[src/design/pswt_pkg.sv]
// ----------------------------------------------------------------------------
// pswt_pkg
// Shared types, constants and the control store of the priority scheduler.
// ----------------------------------------------------------------------------
package pswt_pkg;

  // Fixed field widths of the words on the ports.
  localparam int BURST_W = 10;
  localparam int PRIO_W  = 10;
  localparam int ID_W    = 5;
  localparam int TIME_W  = 14;

  // Largest burst that fits the burst field, used to size the time sums.
  localparam int BURST_MAX = 1023;

  // Time results saturate at this value.
  localparam logic [TIME_W-1:0] TIME_MAX = '1;

  // One stored process.
  typedef struct packed {
    logic [ID_W-1:0]    id;
    logic [PRIO_W-1:0]  prio;
    logic [BURST_W-1:0] burst;
  } ent_t;

  // Datapath operation selected by one control word.
  typedef enum logic [3:0] {
    OP_LOAD,
    OP_SORT_INIT,
    OP_RD_I,
    OP_LAT_I,
    OP_RD_J,
    OP_CMP_J,
    OP_WR_I,
    OP_WR_SEL,
    OP_SUM_INIT,
    OP_ACC,
    OP_DIV_LD,
    OP_DIV_STEP,
    OP_AVG_W,
    OP_AVG_T,
    OP_EMIT,
    OP_FIN
  } op_e;

  // Hold condition: the step repeats until it is met.
  typedef enum logic [1:0] {
    W_NONE,
    W_IN_LAST,
    W_OUT_FREE
  } wait_e;

  // Branch condition: when true the step counter loads the target.
  typedef enum logic [2:0] {
    C_NEXT,
    C_GOTO,
    C_SCAN_DONE,
    C_J_MORE,
    C_I_MORE,
    C_K_MORE
  } cond_e;

  localparam int PC_W = 5;
  typedef logic [PC_W-1:0] pc_t;

  typedef struct packed {
    op_e   op;
    wait_e wt;
    cond_e cond;
    pc_t   target;
  } ucode_t;

  // Step addresses of the program.
  localparam pc_t P_IDLE     = 5'd0;
  localparam pc_t P_SINIT    = 5'd1;
  localparam pc_t P_RDI      = 5'd2;
  localparam pc_t P_LATI     = 5'd3;
  localparam pc_t P_RDJ      = 5'd4;
  localparam pc_t P_CMPJ     = 5'd5;
  localparam pc_t P_SWAP1    = 5'd6;
  localparam pc_t P_SWAP2    = 5'd7;
  localparam pc_t P_SUMI     = 5'd8;
  localparam pc_t P_SRD      = 5'd9;
  localparam pc_t P_SACC     = 5'd10;
  localparam pc_t P_DW_INIT  = 5'd11;
  localparam pc_t P_DW_STEP  = 5'd12;
  localparam pc_t P_DW_END   = 5'd13;
  localparam pc_t P_DT_STEP  = 5'd14;
  localparam pc_t P_DT_END   = 5'd15;
  localparam pc_t P_ERD      = 5'd16;
  localparam pc_t P_EMIT     = 5'd17;
  localparam pc_t P_FIN      = 5'd18;

  // Control store.
  function automatic ucode_t ucode_rom(input pc_t pc);
    ucode_t w;
    unique case (pc)
      P_IDLE:    w = '{OP_LOAD,      W_IN_LAST,  C_NEXT,      P_IDLE};
      P_SINIT:   w = '{OP_SORT_INIT, W_NONE,     C_NEXT,      P_IDLE};
      P_RDI:     w = '{OP_RD_I,      W_NONE,     C_NEXT,      P_IDLE};
      P_LATI:    w = '{OP_LAT_I,     W_NONE,     C_SCAN_DONE, P_SWAP1};
      P_RDJ:     w = '{OP_RD_J,      W_NONE,     C_NEXT,      P_IDLE};
      P_CMPJ:    w = '{OP_CMP_J,     W_NONE,     C_J_MORE,    P_RDJ};
      P_SWAP1:   w = '{OP_WR_I,      W_NONE,     C_NEXT,      P_IDLE};
      P_SWAP2:   w = '{OP_WR_SEL,    W_NONE,     C_I_MORE,    P_RDI};
      P_SUMI:    w = '{OP_SUM_INIT,  W_NONE,     C_NEXT,      P_IDLE};
      P_SRD:     w = '{OP_RD_I,      W_NONE,     C_NEXT,      P_IDLE};
      P_SACC:    w = '{OP_ACC,       W_NONE,     C_I_MORE,    P_SRD};
      P_DW_INIT: w = '{OP_DIV_LD,    W_NONE,     C_NEXT,      P_IDLE};
      P_DW_STEP: w = '{OP_DIV_STEP,  W_NONE,     C_K_MORE,    P_DW_STEP};
      P_DW_END:  w = '{OP_AVG_W,     W_NONE,     C_NEXT,      P_IDLE};
      P_DT_STEP: w = '{OP_DIV_STEP,  W_NONE,     C_K_MORE,    P_DT_STEP};
      P_DT_END:  w = '{OP_AVG_T,     W_NONE,     C_NEXT,      P_IDLE};
      P_ERD:     w = '{OP_RD_I,      W_NONE,     C_NEXT,      P_IDLE};
      P_EMIT:    w = '{OP_EMIT,      W_OUT_FREE, C_I_MORE,    P_ERD};
      P_FIN:     w = '{OP_FIN,       W_NONE,     C_GOTO,      P_IDLE};
      default:   w = '{OP_FIN,       W_NONE,     C_GOTO,      P_IDLE};
    endcase
    return w;
  endfunction

endpackage

[src/design/priority_schedule_wait_times_core.sv]
// ----------------------------------------------------------------------------
// priority_schedule_wait_times_core
// Non-preemptive priority scheduler computing wait and turnaround times.
// ----------------------------------------------------------------------------
// The block takes one process word per cycle (burst time, priority value)
// and numbers the processes from 1 in arrival order; words beyond MAX_PROCS
// are dropped and reported through the overflow bit of every result of the
// set. The word flagged last_item starts the schedule. From then on the
// input stays stalled until the whole set has been delivered: a selection
// sort orders the stored set by ascending priority value (first strictly
// smallest entry wins, then a swap), a summing pass builds the total wait
// and turnaround, a bit-serial divider forms both averages, and one result
// word per process is emitted in schedule order, the averages and
// last_result on the final one. The divider works on sums SUMW bits wide,
// the width of the turnaround sum (18 bits at MAX_PROCS = 16). The sort's
// compare loop over the single-read-port process memory dominates the
// schedule time of a full set. Each result word sits in an output
// register, so the sequencer prepares the next one while it waits.
// ----------------------------------------------------------------------------
module priority_schedule_wait_times_core
  import pswt_pkg::*;
#(
  parameter int MAX_PROCS = 16
) (
  input  logic               clk,
  input  logic               rst_n,

  input  logic               in_valid,
  output logic               in_ready,
  input  logic [BURST_W-1:0] in_burst_time,
  input  logic [PRIO_W-1:0]  in_prio_value,
  input  logic               in_last_item,

  output logic               out_valid,
  input  logic               out_ready,
  output logic [ID_W-1:0]    out_process_number,
  output logic [BURST_W-1:0] out_burst_out,
  output logic [PRIO_W-1:0]  out_prio_out,
  output logic [TIME_W-1:0]  out_waiting_time,
  output logic [TIME_W-1:0]  out_turnaround_time,
  output logic [TIME_W-1:0]  out_avg_wait,
  output logic [TIME_W-1:0]  out_avg_turnaround,
  output logic               out_overflow,
  output logic               out_last_result
);

  // Index width for the process memory, and a count width that can also
  // hold MAX_PROCS itself.
  localparam int IW = $clog2(MAX_PROCS);
  localparam int CW = $clog2(MAX_PROCS + 1);

  // A running wait or a turnaround is at most MAX_PROCS full bursts. The
  // sum of all turnarounds is at most a triangular number of bursts. Both
  // are kept at least as wide as the result fields so saturation is a
  // plain compare.
  localparam int WAIT_RAW = $clog2(MAX_PROCS * BURST_MAX + 1);
  localparam int WAIT_W   = (WAIT_RAW > TIME_W) ? WAIT_RAW : TIME_W;
  localparam int SUM_RAW  = $clog2((MAX_PROCS * (MAX_PROCS + 1) / 2) * BURST_MAX + 1);
  localparam int SUMW     = (SUM_RAW > TIME_W) ? SUM_RAW : TIME_W;
  localparam int KW       = $clog2(SUMW);

  // Process memory: one write port, one registered read port.
  ent_t ent_mem [MAX_PROCS];

  logic          mem_we;
  logic [IW-1:0] mem_waddr;
  ent_t          mem_wdata;
  logic          rd_en;
  logic [IW-1:0] rd_addr;

  // Sequencer and datapath registers.
  pc_t                pc_r, pc_nxt;
  logic [CW-1:0]      cnt_r, cnt_nxt;
  logic               drop_r, drop_nxt;
  logic [CW-1:0]      i_r, i_nxt;
  logic [CW-1:0]      j_r, j_nxt;
  logic [IW-1:0]      sel_r, sel_nxt;
  ent_t               rdata_r;
  ent_t               ent_i_r, ent_i_nxt;
  ent_t               best_r, best_nxt;
  logic [WAIT_W-1:0]  wait_r, wait_nxt;
  logic [SUMW-1:0]    wsum_r, wsum_nxt;
  logic [SUMW-1:0]    tsum_r, tsum_nxt;
  logic [SUMW-1:0]    div_r, div_nxt;
  logic [CW-1:0]      rem_r, rem_nxt;
  logic [KW-1:0]      k_r, k_nxt;
  logic [TIME_W-1:0]  avgw_r, avgw_nxt;
  logic [TIME_W-1:0]  avgt_r, avgt_nxt;

  // Output register.
  logic               o_valid_r, o_valid_nxt;
  logic [ID_W-1:0]    o_num_r, o_num_nxt;
  logic [BURST_W-1:0] o_burst_r, o_burst_nxt;
  logic [PRIO_W-1:0]  o_prio_r, o_prio_nxt;
  logic [TIME_W-1:0]  o_wait_r, o_wait_nxt;
  logic [TIME_W-1:0]  o_tat_r, o_tat_nxt;
  logic [TIME_W-1:0]  o_avgw_r, o_avgw_nxt;
  logic [TIME_W-1:0]  o_avgt_r, o_avgt_nxt;
  logic               o_ovf_r, o_ovf_nxt;
  logic               o_last_r, o_last_nxt;

  // Decoded control and conditions.
  ucode_t             uc;
  logic               acc_in;
  logic               out_free;
  logic               held;
  logic               go;
  logic               j_more;
  logic               i_more;
  logic               k_more;
  logic               scan_done;
  logic [WAIT_W-1:0]  burst_ext;
  logic [WAIT_W-1:0]  tat_w;
  logic [CW:0]        rem_sh;
  logic               rem_ge;
  logic [TIME_W-1:0]  div_sat;

  assign uc       = ucode_rom(pc_r);
  assign in_ready = (uc.op == OP_LOAD);
  assign acc_in   = in_valid && in_ready;
  assign out_free = !o_valid_r || out_ready;

  // A step that waits for a free output register repeats itself without
  // side effects; the load step stores accepted words until the last one.
  assign held = ((uc.wt == W_IN_LAST) && !(acc_in && in_last_item)) ||
                ((uc.wt == W_OUT_FREE) && !out_free);
  assign go   = !held;

  assign j_more    = (({1'b0, j_r} + (CW + 1)'(1)) < {1'b0, cnt_r});
  assign i_more    = (({1'b0, i_r} + (CW + 1)'(1)) < {1'b0, cnt_r});
  assign k_more    = (k_r != KW'(SUMW - 1));
  assign scan_done = (j_r >= cnt_r);

  assign burst_ext = WAIT_W'(rdata_r.burst);
  assign tat_w     = wait_r + burst_ext;

  // One restoring division step: shift in the next dividend bit and
  // subtract the process count when it fits.
  assign rem_sh  = {rem_r, div_r[SUMW-1]};
  assign rem_ge  = (rem_sh >= {1'b0, cnt_r});
  assign div_sat = (div_r > SUMW'(TIME_MAX)) ? TIME_MAX : div_r[TIME_W-1:0];

  // Step counter.
  always_comb begin
    pc_nxt = pc_r;
    if (go) begin
      case (uc.cond)
        C_NEXT:      pc_nxt = pc_r + PC_W'(1);
        C_GOTO:      pc_nxt = uc.target;
        C_SCAN_DONE: pc_nxt = scan_done ? uc.target : pc_r + PC_W'(1);
        C_J_MORE:    pc_nxt = j_more ? uc.target : pc_r + PC_W'(1);
        C_I_MORE:    pc_nxt = i_more ? uc.target : pc_r + PC_W'(1);
        C_K_MORE:    pc_nxt = k_more ? uc.target : pc_r + PC_W'(1);
        default:     pc_nxt = P_IDLE;
      endcase
    end
  end

  // Datapath driven by the current control word.
  always_comb begin
    cnt_nxt   = cnt_r;
    drop_nxt  = drop_r;
    i_nxt     = i_r;
    j_nxt     = j_r;
    sel_nxt   = sel_r;
    ent_i_nxt = ent_i_r;
    best_nxt  = best_r;
    wait_nxt  = wait_r;
    wsum_nxt  = wsum_r;
    tsum_nxt  = tsum_r;
    div_nxt   = div_r;
    rem_nxt   = rem_r;
    k_nxt     = k_r;
    avgw_nxt  = avgw_r;
    avgt_nxt  = avgt_r;
    mem_we    = 1'b0;
    mem_waddr = i_r[IW-1:0];
    mem_wdata = best_r;
    rd_en     = 1'b0;
    rd_addr   = i_r[IW-1:0];

    o_valid_nxt = o_valid_r && !out_ready;
    o_num_nxt   = o_num_r;
    o_burst_nxt = o_burst_r;
    o_prio_nxt  = o_prio_r;
    o_wait_nxt  = o_wait_r;
    o_tat_nxt   = o_tat_r;
    o_avgw_nxt  = o_avgw_r;
    o_avgt_nxt  = o_avgt_r;
    o_ovf_nxt   = o_ovf_r;
    o_last_nxt  = o_last_r;

    unique case (uc.op)
      OP_LOAD: begin
        if (acc_in) begin
          if (cnt_r < CW'(MAX_PROCS)) begin
            mem_we    = 1'b1;
            mem_waddr = cnt_r[IW-1:0];
            mem_wdata = '{id:    ID_W'(cnt_r + CW'(1)),
                          prio:  in_prio_value,
                          burst: in_burst_time};
            cnt_nxt   = cnt_r + CW'(1);
          end else begin
            drop_nxt = 1'b1;
          end
        end
      end
      OP_SORT_INIT: begin
        i_nxt = '0;
      end
      OP_RD_I: begin
        rd_en   = 1'b1;
        rd_addr = i_r[IW-1:0];
        j_nxt   = i_r + CW'(1);
        sel_nxt = i_r[IW-1:0];
      end
      OP_LAT_I: begin
        ent_i_nxt = rdata_r;
        best_nxt  = rdata_r;
      end
      OP_RD_J: begin
        rd_en   = 1'b1;
        rd_addr = j_r[IW-1:0];
      end
      OP_CMP_J: begin
        // Strictly smaller only, so the earliest of equal entries stays.
        if (rdata_r.prio < best_r.prio) begin
          best_nxt = rdata_r;
          sel_nxt  = j_r[IW-1:0];
        end
        j_nxt = j_r + CW'(1);
      end
      OP_WR_I: begin
        mem_we    = 1'b1;
        mem_waddr = i_r[IW-1:0];
        mem_wdata = best_r;
      end
      OP_WR_SEL: begin
        mem_we    = 1'b1;
        mem_waddr = sel_r;
        mem_wdata = ent_i_r;
        i_nxt     = i_r + CW'(1);
      end
      OP_SUM_INIT: begin
        i_nxt    = '0;
        wait_nxt = '0;
        wsum_nxt = '0;
        tsum_nxt = '0;
      end
      OP_ACC: begin
        wsum_nxt = wsum_r + SUMW'(wait_r);
        tsum_nxt = tsum_r + SUMW'(tat_w);
        wait_nxt = tat_w;
        i_nxt    = i_r + CW'(1);
      end
      OP_DIV_LD: begin
        div_nxt = wsum_r;
        rem_nxt = '0;
        k_nxt   = '0;
      end
      OP_DIV_STEP: begin
        rem_nxt = rem_ge ? CW'(rem_sh - {1'b0, cnt_r}) : rem_sh[CW-1:0];
        div_nxt = {div_r[SUMW-2:0], rem_ge};
        k_nxt   = k_r + KW'(1);
      end
      OP_AVG_W: begin
        avgw_nxt = div_sat;
        div_nxt  = tsum_r;
        rem_nxt  = '0;
        k_nxt    = '0;
      end
      OP_AVG_T: begin
        avgt_nxt = div_sat;
        i_nxt    = '0;
        wait_nxt = '0;
      end
      OP_EMIT: begin
        if (go) begin
          o_valid_nxt = 1'b1;
          o_num_nxt   = rdata_r.id;
          o_burst_nxt = rdata_r.burst;
          o_prio_nxt  = rdata_r.prio;
          o_wait_nxt  = (wait_r > WAIT_W'(TIME_MAX)) ? TIME_MAX : wait_r[TIME_W-1:0];
          o_tat_nxt   = (tat_w > WAIT_W'(TIME_MAX)) ? TIME_MAX : tat_w[TIME_W-1:0];
          o_avgw_nxt  = i_more ? '0 : avgw_r;
          o_avgt_nxt  = i_more ? '0 : avgt_r;
          o_ovf_nxt   = drop_r;
          o_last_nxt  = !i_more;
          wait_nxt    = tat_w;
          i_nxt       = i_r + CW'(1);
        end
      end
      OP_FIN: begin
        cnt_nxt  = '0;
        drop_nxt = 1'b0;
      end
      default: begin
        cnt_nxt = cnt_r;
      end
    endcase
  end

  // Process memory.
  always_ff @(posedge clk) begin
    if (mem_we) begin
      ent_mem[mem_waddr] <= mem_wdata;
    end
    if (rd_en) begin
      rdata_r <= ent_mem[rd_addr];
    end
  end

  // Control state.
  always_ff @(posedge clk) begin
    if (!rst_n) begin
      pc_r      <= P_IDLE;
      cnt_r     <= '0;
      drop_r    <= 1'b0;
      o_valid_r <= 1'b0;
    end else begin
      pc_r      <= pc_nxt;
      cnt_r     <= cnt_nxt;
      drop_r    <= drop_nxt;
      o_valid_r <= o_valid_nxt;
    end
  end

  // Payload state.
  always_ff @(posedge clk) begin
    i_r      <= i_nxt;
    j_r      <= j_nxt;
    sel_r    <= sel_nxt;
    ent_i_r  <= ent_i_nxt;
    best_r   <= best_nxt;
    wait_r   <= wait_nxt;
    wsum_r   <= wsum_nxt;
    tsum_r   <= tsum_nxt;
    div_r    <= div_nxt;
    rem_r    <= rem_nxt;
    k_r      <= k_nxt;
    avgw_r   <= avgw_nxt;
    avgt_r   <= avgt_nxt;
    o_num_r   <= o_num_nxt;
    o_burst_r <= o_burst_nxt;
    o_prio_r  <= o_prio_nxt;
    o_wait_r  <= o_wait_nxt;
    o_tat_r   <= o_tat_nxt;
    o_avgw_r  <= o_avgw_nxt;
    o_avgt_r  <= o_avgt_nxt;
    o_ovf_r   <= o_ovf_nxt;
    o_last_r  <= o_last_nxt;
  end

  assign out_valid           = o_valid_r;
  assign out_process_number  = o_num_r;
  assign out_burst_out       = o_burst_r;
  assign out_prio_out        = o_prio_r;
  assign out_waiting_time    = o_wait_r;
  assign out_turnaround_time = o_tat_r;
  assign out_avg_wait        = o_avgw_r;
  assign out_avg_turnaround  = o_avgt_r;
  assign out_overflow        = o_ovf_r;
  assign out_last_result     = o_last_r;

`ifndef SYNTHESIS
  // The stored count never passes the memory depth.
  a_cnt_bound: assert property (@(posedge clk) disable iff (!rst_n)
    cnt_r <= CW'(MAX_PROCS))
    else $error("process count exceeds capacity");

  // An accepted last word always starts the sort.
  a_last_starts: assert property (@(posedge clk) disable iff (!rst_n)
    acc_in && in_last_item |=> pc_r == P_SINIT)
    else $error("last word did not start scheduling");

  // The divider remainder stays below the divisor.
  a_rem_bound: assert property (@(posedge clk) disable iff (!rst_n)
    uc.op == OP_DIV_STEP |-> rem_r < cnt_r)
    else $error("divider remainder out of range");

  // The swap partner is always a stored entry.
  a_sel_bound: assert property (@(posedge clk) disable iff (!rst_n)
    uc.op == OP_WR_SEL |-> {1'b0, sel_r} < (IW + 1)'(cnt_r))
    else $error("swap index beyond stored set");

  // Emitting the final result of a set leads straight to clearing it.
  a_last_fin: assert property (@(posedge clk) disable iff (!rst_n)
    uc.op == OP_EMIT && go && !i_more |=> pc_r == P_FIN && o_last_r)
    else $error("final result not followed by set clear");
`endif

endmodule

[config.mk]
export PLATFORM = sky130hd
export DESIGN_NAME = priority_schedule_wait_times_core
export DESIGN_NICKNAME = d
export VERILOG_FILES = /design/src/design/pswt_pkg.sv /design/src/design/priority_schedule_wait_times_core.sv
export SDC_FILE = /design/constraint.sdc
export NUM_CORES = 1
export LEC_CHECK = 0
export BUFFER_PORTS_ARGS = -buffer_cell sky130_fd_sc_hd__buf_2
export CAP_MARGIN = 20
export CORE_UTILIZATION = 48
export DETAILED_ROUTE_END_ITERATION = 8
export PLACE_DENSITY_LB_ADDON = 0.05
export REMOVE_ABC_BUFFERS = 1
export SLEW_MARGIN = 5
export SYNTH_ARGS = -nofsm -noshare
export SYNTH_HDL_FRONTEND = slang
export SYNTH_SLANG_ARGS = --single-unit
[constraint.sdc]
create_clock -name clk -period 12.2 [get_ports clk]
set_clock_uncertainty 0.15 [all_clocks]
set_input_delay 1.22 -clock clk [delete_from_list [all_inputs] [get_ports clk]]
set_output_delay 1.22 -clock clk [all_outputs]
set_load 0.02 [all_outputs]
==> results_dict.tcl, run 1 <==
set metrics [dict create \
    status "completed" \
    grt_pass1_wl_um 99700 \
    drv_slew 0 \
    combPwrFrac 0.238 \
    synth_xor_area_frac 0.0172 \
    post_cts_buffers 0 \
    cts-buffers-inserted 75 \
    cpPeakStageDelay_ps 440 \
    synthMuxAreaShare 0.0840 \
    synth_compound_area_frac 0.0572 \
    dpl.hpwl_um 38400 \
    multi_input_area_um2 8280 \
    postRouteAntennaNets 0 \
    htreeDepth 3 \
    grt_max_degree 101 \
    yosysSeqAreaShare 0.706 \
    wirelength_um 66100 \
    worst_pin_slew_ps 1090 \
    cts_tree "built" \
    synthAdderAreaFrac 0.0336 \
    first_iter_violations 1135 \
    cts_resized 0 \
    grt_pass1_vias 16000 \
    final-setup-viol-count 0 \
    vias 16200 \
    clock_latency_ps 620 \
    critPathBufInv 1 \
    fmax_mhz 207 \
    nFillCells 4849 \
    post_layout_nonfiller_instances 2825 \
    regArea_um2 20900 \
    switching_share 0.293 \
    maxCapViolCount 0 \
    cts_sinks 703 \
    syn_to_final_growth_pct 13.7 \
    num_rows 90 \
    overflow 0 \
    remaining_drc_errors 0 \
    cp_slowest_cell "edfxtp_1" \
    tns_ps 0 \
    postSynthAreaPerCell_um2 16.0 \
    portBuffers 109 \
    wl_per_cell_um 23.4 \
    core_um2 60600 \
    synth-simple-area-share 0.0819 \
    vias_per_cell 5.72 \
    drive_gt1_frac 0.206 \
    cts.clk_slew.worst_paths_ps 60 \
    rsz0062_at_grt "false" \
    fin_nets 2089 \
    ys_types 75 \
    power_density_nw_per_um2 211 \
    gr-usage-all-layers 0.216 \
    ys.flop_type "edfxtp_1" \
    p_leak_nw 11.4 \
    clk_path_buf_depth 3 \
    critical_path_class "reg2reg" \
    r2r_setup_slack_ps 7380 \
    synth_edf_count 678 \
    period_minus_slack_ps 4820 \
    synthCells 1847 \
    ir_drop_mv 0.251 \
    p_int_mw 5.00 \
    seqPwrFrac 0.447 \
    diodes 0 \
    ctsHoldBuffers 0 \
    synth_area_um2 29500 \
    dp.cells 2690 \
    synth_top_family_by_area "multiplexers" \
    root_buffer "clkbuf_16" \
    path_delay_family "compound AO/OA/AOI/OAI gates" \
    path_cells "ha_1 > inv_1 > fa_1 > nor2b_1 > o21ai_0 > a21boi_1 > o21ai_0 > a21boi_1 > o21ai_0 > nand2_1 > a31oi_1 > xnor2_1 > ha_1 > or3_1 > or3_1 > a211oi_1 > o31a_1 > or3_1 > a21oi_1" \
    cp.depth 19 \
    min_path_cells 0 \
    pin_count 110 \
    die_h_um 250 \
    ff2ff_path_depth 19 \
    arrival_ps 5010 \
    die_width_um 250 \
    gp_congestion 0.800 \
    critPathRequiredTime_ps 12390 \
    synth-seq-cells 703 \
    setup.worst_path.end_class "flop" \
    slew_headroom 0.271 \
    initial_core_util 0.487 \
    pwr-share-clk 0.314 \
    worstPathMaxFanout 4 \
    period_share 0.395 \
    dr.pass1.iters 5 \
    p_switching_mw 2.07 \
    hp-class "reg2reg" \
    async_flop_share 0 \
    synth_warnings 0 \
    dieArea_um2 62500 \
    hold_viol_final 0 \
    grt_antenna_before_repair 0 \
    startpoint_type "flop" \
]
-- cells in the final DEF (no fill, tap or decap), types with 9 or more instances in the layout --
cell and instances:
or3_1 13, clkinv_1 12, o21ai_0 31, nand2_1 181, clkbuf_16 78, mux4_2 100
mux2_2 11, xor2_1 18, dfxtp_1 25, nor3_1 20, nor2b_1 17, xnor2_1 40
nor2_2 11, edfxtp_1 678, and2_1 68, nor2_4 9, a22oi_1 43, a21oi_1 40
inv_1 57, buf_2 109, a211oi_1 36, nand3_1 26, nor2_1 85, nand2b_1 24
buf_4 35, a31oi_1 33, ha_1 73, a21o_1 11, clkbuf_1 17
-- path summary, 6_finish.rpt --
| path | end | startpoint |
|---|---|---|
| max | tsum_r[15] | burst_ext[0] |
| min | out_overflow | drop_r |
| max reg2reg | tsum_r[15] | burst_ext[0] |
| min reg2reg | out_overflow | drop_r |
-- Yosys cell counts, types with 3 or more instances --
| cell | instances | area, um2 |
|---|---|---|
| a21boi_0 | 6 | 45.0 |
| nor3b_1 | 5 | 37.5 |
| a31oi_1 | 33 | 206 |
| o31ai_1 | 3 | 22.5 |
| nor4_1 | 6 | 37.5 |
| a211oi_1 | 36 | 270 |
| nand4_1 | 3 | 18.8 |
| o21ai_0 | 31 | 155 |
| nor3_1 | 25 | 125 |
| clkbuf_1 | 62 | 233 |
| a22oi_1 | 43 | 323 |
| dfxtp_1 | 25 | 500 |
| xnor2_1 | 40 | 350 |
| a21boi_1 | 3 | 22.5 |
| nand2_1 | 181 | 679 |
| buf_1 | 4 | 15.0 |
| mux2i_1 | 9 | 90.1 |
| xor2_1 | 18 | 158 |
| nand2b_1 | 24 | 150 |
| and3_1 | 5 | 31.3 |
| fa_1 | 4 | 80.1 |
| or3_1 | 13 | 81.3 |
| edfxtp_1 | 678 | 20400 |
| or2_2 | 8 | 50.1 |
| ha_1 | 73 | 913 |
| mux2_2 | 11 | 124 |
| nor2_1 | 104 | 390 |
| buf_2 | 11 | 55.1 |
| buf_4 | 5 | 37.5 |
| o21a_1 | 7 | 52.6 |
| nand2_2 | 3 | 18.8 |
| nand3_1 | 26 | 130 |
| a21o_1 | 11 | 82.6 |
| o211ai_1 | 3 | 22.5 |
| o21ai_1 | 3 | 15.0 |
| mux4_2 | 100 | 2250 |
| and2_1 | 68 | 425 |
| inv_1 | 57 | 214 |
| a21oi_1 | 40 | 200 |
| a221o_1 | 3 | 30.0 |
| nor2b_1 | 17 | 106 |
-- metal layers --
metal | GRT usage | wire [um]
met5 | 0 | 0
met4 | 0.0526 | 1290
met3 | 0.0388 | 3200
met1 | 0.303 | 29600
met2 | 0.352 | 32000
-- final cells by class --
cell class	count	share of cell area
Tap cell	782	0.0291
Sequential cell	703	0.621
Clock inverter	38	0.0114
Clock buffer	95	0.0600
Multi-Input combinational cell	1001	0.246
Timing Repair Buffer	147	0.0251
Inverter	59	0.00660
-- power groups by stage --
stage                     combinational [mW]  clock (mW)  sequential [mW]
after floorplan                         1.32           0             3.16
after global placement                  1.68           0             3.21
after detailed placement                1.71           0             3.21
after CTS                               1.71        2.28             3.16
after global routing                    1.86        2.36             3.18
final                                   1.68        2.22             3.16
-- through the flow --
step | instance area [um2] | total power [mW] | utilization | hold WS (ps) | worst slack (ps)
after floorplan | 29200 | 4.47 | - | 259 | 384
after CTS | 33600 | 7.15 | 0.554 | 297 | 7380
after detailed placement | 31200 | 4.92 | 0.514 | 282 | 7310
final | 33600 | 7.07 | 0.554 | 296 | 7380
after global routing | 33600 | 7.40 | 0.554 | 302 | 6980
after global placement | 31200 | 4.89 | 0.514 | 267 | 7420
-- sequential cells by signal, summed over array words and instances, names as in the netlist, 15 cells and up --
| signal | cells |
|---|---|
| div_r | 18 |
| rdata_r | 15 |
| tsum_r | 18 |
| wsum_r | 18 |
| ent_i_r | 25 |
| best_r | 25 |
| ent_mem | 400 |
-- logic make-up (layout without fill, tap and decap cells) --
logic type / after synthesis / count (layout)
compound gates: 245 / 245
fa+ha+maj: 77 / 77
flops: 703 / 703
simple gates: 500 / 500
buf+inv: 143 / 339
xor+xnor: 58 / 58
mux: 121 / 121
Power figures use the tool's default switching activity.
==> run 2: changes to the inputs <==
Clock period 12.2 ns to 4 ns, I/O delays scaled along.
==> results_dict.tcl, run 2 (same netlist as run 1, synthesis figures left out) <==
set metrics [dict create \
    portBuffers 109 \
    cts_sinks 703 \
    drv_slew 0 \
    period_share 0.988 \
    arrival_ps 4150 \
    vias_per_cell 5.65 \
    dpl.hpwl_um 41200 \
    grt_pass1_vias 16600 \
    diodes 0 \
    initial_core_util 0.487 \
    critPathRequiredTime_ps 4200 \
    hold_viol_final 0 \
    critical_path_class "reg2reg" \
    p_int_mw 15.7 \
    rsz0062_at_grt "true" \
    switching_share 0.294 \
    place_ws_ps -469 \
    pwr-share-clk 0.311 \
    overflow 0 \
    hp-class "reg2reg" \
    wl_per_cell_um 23.0 \
    final_cell_area_um2 34700 \
    fin_hold_ws_ps 305 \
    cts.clk_slew.worst_paths_ps 60 \
    r2r_setup_slack_ps 50 \
    slew_headroom 0.351 \
    dr.pass1.iters 7 \
    post_layout_nonfiller_instances 2930 \
    mostFrequentLayoutCells "678 x edfxtp_1, 180 x nand2_1, 124 x buf_4, 110 x buf_2, 100 x mux4_2" \
    dieArea_um2 62500 \
    grt_antenna_before_repair 0 \
    setup.worst_path.end_class "flop" \
    htreeDepth 3 \
    status "completed" \
    root_buffer "clkbuf_16" \
    syn_to_final_growth_pct 17.4 \
    worst_pin_slew_ps 973 \
    gr-usage-all-layers 0.219 \
    fmax_mhz 253 \
    die_width_um 250 \
    final_common_cell "edfxtp_1" \
    total_power_mw 22.3 \
    postRouteAntennaNets 0 \
    dpl-instance-area_um2 31900 \
    num_rows 90 \
    clk_path_buf_depth 3 \
    core_um2 60600 \
    pin_count 110 \
    p_leak_nw 12.1 \
    maxCapViolCount 0 \
    dp.cells 2774 \
    tns_ps 0 \
    cts_tree "built" \
    final-setup-viol-count 0 \
    fin_nets 2191 \
    vias 16600 \
    die_h_um 250 \
    wirelength_um 67400 \
    min_path_cells 0 \
    worstPathMaxFanout 4 \
    hp-start "drop_r" \
    combPwrFrac 0.260 \
    startpoint_type "flop" \
    power_density_nw_per_um2 642 \
    seqPwrFrac 0.429 \
    grt_max_degree 75 \
    remaining_drc_errors 0 \
    clock_latency_ps 610 \
    cts-buffers-inserted 75 \
    period_minus_slack_ps 3950 \
    r2r_end "tsum_r[17]" \
    r2r_start "burst_ext[6]" \
    ir_drop_mv 0.532 \
    reg_top3 "ent_mem: 400 flops, best_r: 25 flops, ent_i_r: 25 flops" \
    drive_gt1_frac 0.256 \
    first_iter_violations 1151 \
    worst_slack_ps 48.8 \
    largest-register "ent_mem" \
    largest_reg_flops 400 \
    ff2ff_path_depth 13 \
    final_core_util 0.572 \
    p_switching_mw 6.54 \
    grt_pass1_wl_um 102000 \
    holdPathEnd "out_overflow" \
    gp_congestion 0.799 \
]
[run 2: area by class of cell]
class,count,area (um2)
Tap cell,782,978
Sequential cell,703,20900
Inverter,59,221
Clock buffer,92,1980
Multi-Input combinational cell,1001,8440
Timing Repair Buffer,249,1730
Clock inverter,44,457
Fill cell,4808,25900
[run 2: how the worst max path moves through the flow]
stage / start / end / slack, ps / cells after the start
after floorplan: uc[12] / burst_ext[0] / -7820 / 7
after global placement: burst_ext[0] / tsum_r[17] / -370 / 19
after detailed placement: burst_ext[0] / tsum_r[17] / -470 / 19
after CTS: burst_ext[0] / tsum_r[17] / -70 / 19
after global routing: burst_ext[0] / tsum_r[17] / -150 / 19
final: burst_ext[6] / tsum_r[17] / 50 / 13
[run 2: power groups by stage]
stage | Combinational (mW) | Sequential (mW) | Clock [mW]
after global routing | 6.34 | 9.60 | 7.35
final | 5.79 | 9.55 | 6.91
after detailed placement | 5.70 | 9.71 | 0
after global placement | 5.63 | 9.68 | 0
after CTS | 5.76 | 9.56 | 7.06
after floorplan | 3.68 | 9.62 | 0
[run 2: critical path, stage by stage (launching register included)]
cell	delay (ps)
edfxtp_1	560
ha_1	400
or2_2	280
a21oi_1	370
a211oi_4	80
nor2_2	210
xnor2_2	100
ha_2	180
or3_1	380
or3_4	350
a211oi_4	210
o31a_1	220
or3_1	120
a21oi_1	60
[run 2: timing repair]
| item | in CTS | in global routing |
|---|---|---|
| setup buffers | 7 | 9 |
| pin swaps | 12 | 16 |
| resized for setup | 11 | 29 |
| endpoints found under the setup margin | 8 | 13 |
| endpoints found under the hold margin | 3 | 0 |
| hold buffers | 4 | 0 |
[run 2: layer usage]
metal  up-vias  global-route usage  part of all wire
li1       7580                   -                 -
met1      8510               0.307              0.45
met4         0              0.0624             0.020
met3        96              0.0319             0.045
met5         -                   0                 0
met2       368               0.359              0.48
